===== config.mk =====
export PLATFORM = sky130hd
export DESIGN_NAME = free_extent_table_allocator_unit
export DESIGN_NICKNAME = d
export VERILOG_FILES = /design/src/rtl/feta_pkg.sv /design/src/rtl/feta_entry_ram.sv /design/src/rtl/free_extent_table_allocator_unit.sv
export VERILOG_INCLUDE_DIRS = /design/src /design/src/rtl
export SDC_FILE = /design/constraint.sdc
export NUM_CORES = 2
export LEC_CHECK = 0
export ABC_AREA = 1
export BUFFER_PORTS_ARGS = -buffer_cell sky130_fd_sc_hd__buf_2
export CORE_AREA = 2 2 466 468
export CTS_CLUSTER_SIZE = 10
export DETAILED_ROUTE_END_ITERATION = 6
export DIE_AREA = 0 0 468 470
export PLACE_DENSITY_LB_ADDON = 0.15
export SETUP_SLACK_MARGIN = 0.1
export SLEW_MARGIN = 0
export SYNTH_ARGS = -nofsm -noshare
export SYNTH_HDL_FRONTEND = slang
export SYNTH_HIERARCHICAL = 1
export SYNTH_SLANG_ARGS = --single-unit
export TNS_END_PERCENT = 1

===== constraint.sdc =====
create_clock -name clk -period 6.3 [get_ports clk]
set_clock_uncertainty 0.2 [all_clocks]
set_input_delay 0.945 -clock clk [delete_from_list [all_inputs] [get_ports clk]]
set_output_delay 0.945 -clock clk [all_outputs]
set_load 0.02 [all_outputs]

===== src/rtl/free_extent_table_allocator_unit_assert.svh =====
// Assertion macros for the free extent table allocator.
// Included by the top level; no other dependencies.
`ifndef FREE_EXTENT_TABLE_ALLOCATOR_UNIT_ASSERT_SVH
`define FREE_EXTENT_TABLE_ALLOCATOR_UNIT_ASSERT_SVH
`ifndef SYNTHESIS
// condition holds at every edge outside reset
`define FETA_ASSERT_HOLDS(lbl, clk, rstn, prop) \
	lbl: assert property (@(posedge clk) disable iff (!rstn) (prop)) \
		else $error("feta assertion failed");
// antecedent implies consequent in the same cycle
`define FETA_ASSERT_IMPL(lbl, clk, rstn, ante, cons) \
	lbl: assert property (@(posedge clk) disable iff (!rstn) (ante) |-> (cons)) \
		else $error("feta assertion failed");
// antecedent implies consequent in the next cycle
`define FETA_ASSERT_NEXT(lbl, clk, rstn, ante, cons) \
	lbl: assert property (@(posedge clk) disable iff (!rstn) (ante) |=> (cons)) \
		else $error("feta assertion failed");
`else
`define FETA_ASSERT_HOLDS(lbl, clk, rstn, prop)
`define FETA_ASSERT_IMPL(lbl, clk, rstn, ante, cons)
`define FETA_ASSERT_NEXT(lbl, clk, rstn, ante, cons)
`endif
`endif


===== src/rtl/feta_pkg.sv =====
// Types and codes shared by the free extent table allocator.
// No dependencies.
package feta_pkg;

	localparam int START_W     = 16;
	localparam int LENGTH_W    = 17;
	localparam int CFG_W       = 17;
	localparam int COUNT_OUT_W = 7;

	localparam logic MODE_ALLOC = 1'b0;
	localparam logic MODE_FREE  = 1'b1;

	typedef enum logic [1:0] {
		STATUS_OK      = 2'd0,
		STATUS_RANGE   = 2'd1,
		STATUS_OVERLAP = 2'd2,
		STATUS_FULL    = 2'd3
	} feta_status_t;

	typedef enum logic [2:0] {
		ST_INIT,
		ST_IDLE,
		ST_SCAN,
		ST_DECIDE,
		ST_SHIFT,
		ST_PLACE,
		ST_DONE
	} feta_state_t;

	typedef struct packed {
		logic                mode;
		logic [START_W-1:0]  start_req;
		logic [LENGTH_W-1:0] length;
	} feta_req_t;

	typedef struct packed {
		logic [1:0]             status;
		logic [COUNT_OUT_W-1:0] free_extent_count;
	} feta_rsp_t;

endpackage


===== src/rtl/feta_entry_ram.sv =====
// Extent table storage: one write port, one read port, registered read data.
// No dependencies.
module feta_entry_ram #(
	parameter int DEPTH = 64,
	parameter int WIDTH = 33
) (
	input  logic                     clk,
	input  logic [$clog2(DEPTH)-1:0] rd_addr,
	output logic [WIDTH-1:0]         rd_data,
	input  logic                     wr_en,
	input  logic [$clog2(DEPTH)-1:0] wr_addr,
	input  logic [WIDTH-1:0]         wr_data
);

	logic [WIDTH-1:0] mem [DEPTH];

	// write port
	always_ff @(posedge clk) begin
		if (wr_en) begin
			mem[wr_addr] <= wr_data;
		end
	end

	// read port, registered read data
	always_ff @(posedge clk) begin
		rd_data <= mem[rd_addr];
	end

endmodule


===== src/rtl/free_extent_table_allocator_unit.sv =====
// Free extent table allocator, top level.
// Depends on feta_pkg, feta_entry_ram and the assertion macro header.

// Keeps up to MAX_EXTENTS free extents, sorted by start, in one single-port-read RAM
// and answers each request with a status and the extent count. A request is taken in
// idle; a zero-length one goes straight to the result. Otherwise the table is walked one
// entry per cycle until the scan stops, the request is decided, entries are moved one per
// cycle when an extent is inserted or removed, a new extent is placed if one is inserted,
// and the result is handed over, waiting on out_ready while the output register is full.
// Entries scanned and entries moved together never pass the extent count. The next
// request is taken only in idle, once this result is loaded. A request is not taken
// while a total_length write is offered. After reset and after each write of total_length
// the table is rebuilt in the init state before a request is taken.
module free_extent_table_allocator_unit #(
	parameter int MAX_EXTENTS  = 64,
	parameter int ADDRESS_BITS = 16
) (
	input  logic                        clk,
	input  logic                        arst_n,
	input  logic                        cfg_valid,
	output logic                        cfg_ready,
	input  logic [feta_pkg::CFG_W-1:0]  total_length,
	input  logic                        in_valid,
	output logic                        in_ready,
	input  feta_pkg::feta_req_t         in_data,
	output logic                        out_valid,
	input  logic                        out_ready,
	output feta_pkg::feta_rsp_t         out_data
);

	import feta_pkg::*;

`include "free_extent_table_allocator_unit_assert.svh"

	localparam int IW      = $clog2(MAX_EXTENTS);
	localparam int CW      = $clog2(MAX_EXTENTS + 1);
	localparam int SW      = ADDRESS_BITS;
	localparam int ZW      = ADDRESS_BITS + 1;
	localparam int EW      = (ADDRESS_BITS + 1 > LENGTH_W + 1) ? ADDRESS_BITS + 1 : LENGTH_W + 1;
	localparam int ENTRY_W = SW + ZW;

	localparam logic [EW-1:0] SPACE_CAP   = {{(EW-1){1'b0}}, 1'b1} << ADDRESS_BITS;
	localparam logic [EW-1:0] CFG_RESET   = EW'(65536);
	localparam logic [ZW-1:0] SPACE_RESET =
		ZW'((CFG_RESET > SPACE_CAP) ? SPACE_CAP : CFG_RESET);
	localparam logic [CW-1:0] MAX_C       = CW'(MAX_EXTENTS);

	// control state
	feta_state_t       state_q, state_d;
	logic [ZW-1:0]     space_q;
	logic [CW-1:0]     count_q;
	logic              out_valid_q;

	// request and scan registers
	logic              mode_q;
	logic [EW-1:0]     s_q, len_q, e_q;
	logic [CW-1:0]     k_q;
	logic              has_prev_q, has_cur_q;
	logic [SW-1:0]     prev_st_q, cur_st_q;
	logic [ZW-1:0]     prev_sz_q, cur_sz_q;
	logic [EW-1:0]     prev_end_q;
	logic [1:0]        status_q;
	feta_rsp_t         out_data_q;

	// shift and placement registers
	logic [IW-1:0]     sh_q, sh_last_q;
	logic              sh_up_q;
	logic              place_pend_q;
	logic [IW-1:0]     place_addr_q;
	logic [ENTRY_W-1:0] place_data_q;

	// RAM port signals
	logic [IW-1:0]      rd_addr, wr_addr;
	logic [ENTRY_W-1:0] rd_data, wr_data;
	logic               wr_en;

	feta_entry_ram #(
		.DEPTH(MAX_EXTENTS),
		.WIDTH(ENTRY_W)
	) u_ram (
		.clk    (clk),
		.rd_addr(rd_addr),
		.rd_data(rd_data),
		.wr_en  (wr_en),
		.wr_addr(wr_addr),
		.wr_data(wr_data)
	);

	// handshakes
	logic cfg_fire, in_fire, out_load;
	assign cfg_ready = 1'b1;
	assign cfg_fire  = cfg_valid;
	assign in_ready  = (state_q == ST_IDLE) && !cfg_valid;
	assign in_fire   = in_valid && in_ready;
	assign out_load  = (state_q == ST_DONE) && (!out_valid_q || out_ready);
	assign out_valid = out_valid_q;
	assign out_data  = out_data_q;

	// saturated space size from the register write
	logic [EW-1:0] tl_e, tl_sat;
	assign tl_e   = EW'(total_length);
	assign tl_sat = (tl_e > SPACE_CAP) ? SPACE_CAP : tl_e;

	// index helpers
	logic [CW-1:0] k_inc, k_dec, cnt_dec;
	logic [IW-1:0] kk, pk, kp1, cnt_m1;
	assign k_inc  = k_q + CW'(1);
	assign k_dec  = k_q - CW'(1);
	assign cnt_dec = count_q - CW'(1);
	assign kk     = k_q[IW-1:0];
	assign pk     = k_dec[IW-1:0];
	assign kp1    = k_inc[IW-1:0];
	assign cnt_m1 = cnt_dec[IW-1:0];

	// entry arriving from the RAM
	logic [SW-1:0] rd_st;
	logic [ZW-1:0] rd_sz;
	logic          at_end, stop_hit, scan_stop;
	assign rd_st     = rd_data[ENTRY_W-1 -: SW];
	assign rd_sz     = rd_data[ZW-1:0];
	assign at_end    = (k_q == count_q);
	assign stop_hit  = (mode_q == MODE_FREE) ? (EW'(rd_st) >= s_q) : (EW'(rd_st) > s_q);
	assign scan_stop = at_end || stop_hit;

	// decision terms
	logic [EW-1:0] prev_sz_e, cur_sz_e, cur_st_e, prev_st_e;
	logic          full, a_miss, a_front, a_back;
	logic          f_range, f_over, adj_b, adj_c;
	assign prev_sz_e = EW'(prev_sz_q);
	assign cur_sz_e  = EW'(cur_sz_q);
	assign cur_st_e  = EW'(cur_st_q);
	assign prev_st_e = EW'(prev_st_q);
	assign full      = (count_q >= MAX_C);
	assign a_miss    = !has_prev_q || (s_q >= prev_end_q) || (e_q > prev_end_q);
	assign a_front   = (s_q == prev_st_e);
	assign a_back    = (e_q == prev_end_q);
	assign f_range   = (e_q > EW'(space_q));
	assign f_over    = (has_prev_q && (prev_end_q > s_q)) || (has_cur_q && (cur_st_e < e_q));
	assign adj_b     = has_prev_q && (prev_end_q == s_q);
	assign adj_c     = has_cur_q && (cur_st_e == e_q);

	// sums that become new sizes
	logic [EW-1:0] sz_shrink, sz_grow_b, sz_merge, sz_grow_c, sz_head, sz_tail;
	assign sz_shrink = prev_sz_e - len_q;
	assign sz_grow_b = prev_sz_e + len_q;
	assign sz_merge  = sz_grow_b + cur_sz_e;
	assign sz_grow_c = cur_sz_e + len_q;
	assign sz_head   = s_q - prev_st_e;
	assign sz_tail   = prev_end_q - e_q;

	// decision outcome
	logic [1:0]         dec_status;
	logic               dec_wr, dec_shift, dec_up, dec_place, dec_inc, dec_dec;
	logic [IW-1:0]      dec_wr_addr, dec_src0, dec_last, dec_place_addr;
	logic [ENTRY_W-1:0] dec_wr_data, dec_place_data;

	always_comb begin
		dec_status     = STATUS_OK;
		dec_wr         = 1'b0;
		dec_wr_addr    = pk;
		dec_wr_data    = {prev_st_q, sz_shrink[ZW-1:0]};
		dec_shift      = 1'b0;
		dec_up         = 1'b0;
		dec_src0       = kk;
		dec_last       = cnt_m1;
		dec_place      = 1'b0;
		dec_place_addr = kk;
		dec_place_data = {s_q[SW-1:0], len_q[ZW-1:0]};
		dec_inc        = 1'b0;
		dec_dec        = 1'b0;
		if (mode_q == MODE_FREE) begin
			priority if (f_range) begin
				dec_status = STATUS_RANGE;
			end else if (f_over) begin
				dec_status = STATUS_OVERLAP;
			end else if (adj_b && adj_c) begin
				// bridge two extents, drop the later one
				dec_wr      = 1'b1;
				dec_wr_data = {prev_st_q, sz_merge[ZW-1:0]};
				dec_shift   = (k_inc < count_q);
				dec_src0    = kp1;
				dec_dec     = 1'b1;
			end else if (adj_b) begin
				dec_wr      = 1'b1;
				dec_wr_data = {prev_st_q, sz_grow_b[ZW-1:0]};
			end else if (adj_c) begin
				dec_wr      = 1'b1;
				dec_wr_addr = kk;
				dec_wr_data = {s_q[SW-1:0], sz_grow_c[ZW-1:0]};
			end else if (full) begin
				dec_status = STATUS_FULL;
			end else begin
				// new extent at the scan position
				dec_shift = has_cur_q;
				dec_up    = 1'b1;
				dec_src0  = cnt_m1;
				dec_last  = kk;
				dec_place = 1'b1;
				dec_inc   = 1'b1;
			end
		end else begin
			priority if (a_miss) begin
				dec_status = STATUS_RANGE;
			end else if (a_front && a_back) begin
				// exact fit, remove the extent
				dec_shift = has_cur_q;
				dec_src0  = kk;
				dec_dec   = 1'b1;
			end else if (a_front) begin
				dec_wr      = 1'b1;
				dec_wr_data = {e_q[SW-1:0], sz_shrink[ZW-1:0]};
			end else if (a_back) begin
				dec_wr = 1'b1;
			end else if (full) begin
				dec_status = STATUS_FULL;
			end else begin
				// split: keep the head, insert the tail after it
				dec_wr         = 1'b1;
				dec_wr_data    = {prev_st_q, sz_head[ZW-1:0]};
				dec_shift      = has_cur_q;
				dec_up         = 1'b1;
				dec_src0       = cnt_m1;
				dec_last       = kk;
				dec_place      = 1'b1;
				dec_place_data = {e_q[SW-1:0], sz_tail[ZW-1:0]};
				dec_inc        = 1'b1;
			end
		end
	end

	// shift addressing
	logic [IW-1:0] sh_next, sh_dst;
	logic          sh_done;
	assign sh_next = sh_up_q ? (sh_q - IW'(1)) : (sh_q + IW'(1));
	assign sh_dst  = sh_up_q ? (sh_q + IW'(1)) : (sh_q - IW'(1));
	assign sh_done = (sh_q == sh_last_q);

	// next state
	always_comb begin
		state_d = state_q;
		unique case (state_q)
			ST_INIT:   state_d = ST_IDLE;
			ST_IDLE: begin
				if (in_fire) begin
					state_d = (in_data.length == '0) ? ST_DONE : ST_SCAN;
				end
			end
			ST_SCAN: begin
				if (scan_stop) begin
					state_d = ST_DECIDE;
				end
			end
			ST_DECIDE: begin
				priority if (dec_status != STATUS_OK) begin
					state_d = ST_DONE;
				end else if (dec_shift) begin
					state_d = ST_SHIFT;
				end else if (dec_place) begin
					state_d = ST_PLACE;
				end else begin
					state_d = ST_DONE;
				end
			end
			ST_SHIFT: begin
				if (sh_done) begin
					state_d = place_pend_q ? ST_PLACE : ST_DONE;
				end
			end
			ST_PLACE:  state_d = ST_DONE;
			ST_DONE: begin
				if (out_load) begin
					state_d = ST_IDLE;
				end
			end
			default:   state_d = ST_INIT;
		endcase
		if (cfg_fire) begin
			state_d = ST_INIT;
		end
	end

	// RAM port drive per state
	always_comb begin
		rd_addr = '0;
		wr_en   = 1'b0;
		wr_addr = '0;
		wr_data = {{SW{1'b0}}, space_q};
		unique case (state_q)
			ST_INIT: begin
				wr_en = (space_q != '0);
			end
			ST_SCAN: begin
				rd_addr = kp1;
			end
			ST_DECIDE: begin
				rd_addr = dec_src0;
				wr_en   = dec_wr && (dec_status == STATUS_OK);
				wr_addr = dec_wr_addr;
				wr_data = dec_wr_data;
			end
			ST_SHIFT: begin
				rd_addr = sh_next;
				wr_en   = 1'b1;
				wr_addr = sh_dst;
				wr_data = rd_data;
			end
			ST_PLACE: begin
				wr_en   = 1'b1;
				wr_addr = place_addr_q;
				wr_data = place_data_q;
			end
			ST_IDLE, ST_DONE: begin
				rd_addr = '0;
			end
			default: begin
				rd_addr = '0;
			end
		endcase
	end

	// control registers
	always_ff @(posedge clk or negedge arst_n) begin
		if (!arst_n) begin
			state_q     <= ST_INIT;
			space_q     <= SPACE_RESET;
			count_q     <= '0;
			out_valid_q <= 1'b0;
		end else begin
			state_q <= state_d;
			if (cfg_fire) begin
				space_q <= tl_sat[ZW-1:0];
			end
			if (state_q == ST_INIT) begin
				count_q <= (space_q != '0) ? CW'(1) : CW'(0);
			end else if (state_q == ST_DECIDE && dec_status == STATUS_OK) begin
				if (dec_inc) begin
					count_q <= count_q + CW'(1);
				end else if (dec_dec) begin
					count_q <= cnt_dec;
				end
			end
			if (out_load) begin
				out_valid_q <= 1'b1;
			end else if (out_ready) begin
				out_valid_q <= 1'b0;
			end
		end
	end

	// request capture and scan bookkeeping
	logic [31:0] cnt_wide;
	assign cnt_wide = 32'(count_q);

	always_ff @(posedge clk) begin
		if (in_fire) begin
			mode_q     <= in_data.mode;
			s_q        <= EW'(in_data.start_req);
			len_q      <= EW'(in_data.length);
			e_q        <= EW'(in_data.start_req) + EW'(in_data.length);
			k_q        <= '0;
			has_prev_q <= 1'b0;
			status_q   <= STATUS_OK;
		end
		if (state_q == ST_SCAN) begin
			if (scan_stop) begin
				has_cur_q <= !at_end;
				cur_st_q  <= rd_st;
				cur_sz_q  <= rd_sz;
			end else begin
				has_prev_q <= 1'b1;
				prev_st_q  <= rd_st;
				prev_sz_q  <= rd_sz;
				prev_end_q <= EW'(rd_st) + EW'(rd_sz);
				k_q        <= k_inc;
			end
		end
		if (state_q == ST_DECIDE) begin
			status_q       <= dec_status;
			sh_q           <= dec_src0;
			sh_last_q      <= dec_last;
			sh_up_q        <= dec_up;
			place_pend_q   <= dec_place;
			place_addr_q   <= dec_place_addr;
			place_data_q   <= dec_place_data;
		end
		if (state_q == ST_SHIFT && !sh_done) begin
			sh_q <= sh_next;
		end
		if (out_load) begin
			out_data_q.status            <= status_q;
			out_data_q.free_extent_count <= cnt_wide[COUNT_OUT_W-1:0];
		end
	end

	// checks
	`FETA_ASSERT_HOLDS(a_count_bound, clk, arst_n, count_q <= MAX_C)
	`FETA_ASSERT_IMPL(a_scan_index, clk, arst_n, state_q == ST_SCAN, k_q <= count_q)
	`FETA_ASSERT_IMPL(a_shift_no_clash, clk, arst_n, state_q == ST_SHIFT && !sh_done, wr_addr != rd_addr)
	`FETA_ASSERT_NEXT(a_scan_count_stable, clk, arst_n, state_q == ST_SCAN, $stable(count_q))

endmodule


==> reports/results.txt <==
Status: complete, no violations
Synth Area in Simple Gates: 22.6%
Max clock buf depth: 4
Period utilisation layout: 95.5%
Max VDD drop: 374 uV
Vias: 77,600
Fin crit period: 6.02 ns
Final hold violations: 0
Largest net degree at the start of global routing: 148
Slew headroom: 15.9%
Setup Viol. Count Final: 0
Worst-skew pair later-pin latency: 0.94 ns
Sequential Power Share: 38.1%
Tightest Hold Check Type: input port to register
Pwr dens: 441 nW/um^2
Crit path buffers/inverters: 6
Most frequent cells in the layout: nand2_1 (2,982), edfxtp_1 (2,312), nand3_1 (2,216), inv_1 (407), clkbuf_16 (302)
Chip height: 470 um
Routed WL: 354 mm
Most frequent CP cell: nand2_1
Worst r2r src: s_q[8]$_DFFE_PP_
Post-place setup slack: 0.280 ns
Hold slack: 0.0675 ns
Final Core Density: 56.2%
CTS Sinks: 2,381
Psw: 20.2 mW
Combinational Power Share: 33.6%
Filler Cell Count: 17,900
Post-synth EDFFs: 2,312
Initial drt markers: 9,822
Count of cell types in the netlist: 63
Worst Tran Pin Value: 1.26 ns
Peak per-stage delay on the critical path: 0.53 ns
Worst r2r dst: u_ram/rd_data[5]$_DFF_P_
Area grow syn2layout: 13.3%
Fin Setup TNS: 0 ns
Nets: 10,300
Min-delay src: in_data[31]
Clock network power share: 28.3%
CP arrival: 6.66 ns
Overall die width: 468 um
Hold-critical path depth: 1
Worst setup SP type: register
Routability cong.: 0.949
HPWL after detailed placement: 215 mm
Main combinational cell family by area after synthesis: simple AND/OR/NAND/NOR gates
H-tree Lvls: 5
Routed Antenna Nets: 0
Core area: 216,000 sq um
Sink of the worst hold path: s_q[14]$_DFFE_PP_
Met1 GRT Util: 43.7%
Cell count after synthesis: 9,802
Crit path max-delay family: simple AND/OR/NAND/NOR gates
Synthesized net count: 10,100
Max-cap violations: 0
CTS tree: built
Cells after DPL: 12,500
Layout Cells excl Fill: 13,000
Leakage Power: 45.5 nW
Register area share after synthesis: 66.4%
Vias in the first global route: 74,000
Internal power: 33.3 mW
I/O pin count: 68
Post-synthesis mux area share: 0.0281%
Mapped Area: 107,000 sq um
Layout cells sized above 1: 8.94%
Routed WL per cell: 27.2 um
Synth Area in Compound Gates: 2.91%
Global-route usage over all layers: 31.8%
Cts bufs inserted: 295
Final worst slack: 0.281 ns
DRC: 0
Number of port buffers: 66
Vias/cell: 5.96
Commonest non-fill, non-tap cell in the layout: nand2_1
Fmax: 0.166 GHz
CP max stage cell: edfxtp_1
Path depth of the worst reg2reg path: 24
Asr flop ratio synth: 1.18%
Setup crit end kind: register
Initial antenna violation count: 14
Critical setup path kind: register to register
Row count: 171
Post-synthesis xor/xnor area fraction: 0.951%
Worst-path fanout max: 35
Reg clk slew, reported paths: 0.06 ns
Gr busiest metal: met2
Worst-path cell chain: inv_1 -> ha_1 -> nand2_1 -> nor2_2 -> nand2_1 -> nor2_1 -> nand3_2 -> nand2_2 -> inv_1 -> o21ai_1 -> inv_1 -> o21ai_0 -> nand2_1 -> nand3_1 -> nand2_4 -> inv_8 -> buf_12 -> buf_12 -> nand3_1 -> nand2_1 -> nand2_1 -> nand3_1 -> nand3_2 -> nand2_1
#FFs+latches synth: 2,381
Required time worst endpoint: 6.94 ns
Switch share: 37.7%
Avg Synthesized Cell Area: 10.9 sq um
Initial core utilization: 49.6%
Synth Flop Type: edfxtp_1
1st-pass router iterations: 7
RSZ-0062 raised after global routing: yes
R2R Setup Slk: 0.28 ns
Routing usage on met2: 49.2%
Remaining Overflow, GRT: 0
Clock root cell: clkbuf_16
Die area: 220,000 sq um
GR Util met3: 5.48%
Post-synthesis adder-cell area fraction: 2.81%
First-pass GRT wire length: 510 mm
Yosys warnings: 6
Slew Limit Fails: 0
power by group through the flow:
stage                     Sequential (mW)  Clock, mW  Combinational [mW]
after floorplan                      20.1          0                11.0
after global placement               20.7          0                17.4
after detailed placement             20.7          0                17.6
after CTS                            20.4       15.3                17.7
after global routing                 20.4       15.9                19.4
final                                20.4       15.1                18.0
sequential cells by signal, summed over array words and instances, names as in the netlist, 18 cells and up:
signal and flops:
u_ram/mem 2112, place_data_q 33, u_ram/rd_data 33, e_q 18, prev_end_q 18
cells in the mapped netlist (8+ instances only):
| master | n | area (sq um) |
|---|---|---|
| nor2_2 | 8 | 50.1 |
| buf_1 | 46 | 173 |
| buf_2 | 210 | 1050 |
| nor2_1 | 224 | 841 |
| xnor2_1 | 38 | 333 |
| clkbuf_1 | 141 | 529 |
| o21ai_1 | 10 | 50.1 |
| o21ai_0 | 163 | 816 |
| nand4_1 | 30 | 188 |
| nand2_1 | 3004 | 11300 |
| nor4_1 | 16 | 100 |
| nor3_1 | 42 | 210 |
| ha_1 | 227 | 2840 |
| a21oi_1 | 190 | 951 |
| o21bai_1 | 19 | 143 |
| dfrtp_1 | 27 | 676 |
| o211ai_2 | 18 | 225 |
| dfxtp_1 | 41 | 821 |
| a21o_1 | 12 | 90.1 |
| a32o_1 | 28 | 280 |
| buf_6 | 43 | 484 |
| inv_1 | 411 | 1540 |
| xor2_1 | 78 | 683 |
| nand3_1 | 2229 | 11200 |
| fa_1 | 8 | 160 |
| nand3b_1 | 13 | 97.6 |
| edfxtp_1 | 2312 | 69400 |
| buf_4 | 94 | 706 |
| o211ai_1 | 31 | 233 |
what timing repair did:
action	CTS	global route
setup buffers	0	0
setup endpoints to repair	0	3
gates resized for setup	0	1
hold buffers	9	0
endpoints found under the hold margin	35	0
metal layers:
| layer | vias to the layer above | routed length [um] |
|---|---|---|
| li1 | 34800 | - |
| met1 | 38000 | 140000 |
| met2 | 4021 | 161000 |
| met3 | 772 | 33300 |
| met4 | 4 | 19200 |
| met5 | - | 27 |
stage by stage:
| step | instance area [sq um] | total power, mW |
|---|---|---|
| CTS | 121000 | 53.3 |
| global route | 121000 | 55.7 |
| floorplan | 107000 | 31.2 |
| finish | 121000 | 53.5 |
| detailed placement | 113000 | 38.3 |
| global placement | 113000 | 38.1 |
how the worst max path moves through the flow:
stage	start	end	cells past startpoint
floorplan	s_q[9]$_DFFE_PP_	u_ram/mem[61][0]$_DFFE_PP_	17
global route	s_q[8]$_DFFE_PP_	u_ram/rd_data[31]$_DFF_P_	25
detailed placement	e_q[1]$_DFFE_PP_	u_ram/rd_data[5]$_DFF_P_	22
finish	s_q[8]$_DFFE_PP_	u_ram/rd_data[5]$_DFF_P_	24
global placement	e_q[1]$_DFFE_PP_	u_ram/rd_data[18]$_DFF_P_	24
CTS	e_q[1]$_DFFE_PP_	u_ram/rd_data[5]$_DFF_P_	22
final cells by class:
type | instances | area (sq um) | share of cell area, %
repair buffers | 424 | 4670 | 3.85
inverters | 421 | 1620 | 1.34
diodes | 6 | 15.0 | 0.0124
clock buffers | 439 | 8100 | 6.69
multi-input cells | 6461 | 32000 | 26.4
well taps | 2854 | 3570 | 2.95
flip-flops and latches | 2381 | 71000 | 58.6
clock inverters | 25 | 233 | 0.192
cells by family (layout without fill, tap and decap cells):
family          after synthesis  count (layout)
xor+xnor                    116             116
buf+inv                     960            1309
compound gates              512             512
mux                           3               3
simple gates               5594            5594
other cells                   1               7
fa+ha+maj                   235             235
flops                      2381            2381
(Power assumes the default switching activity.)
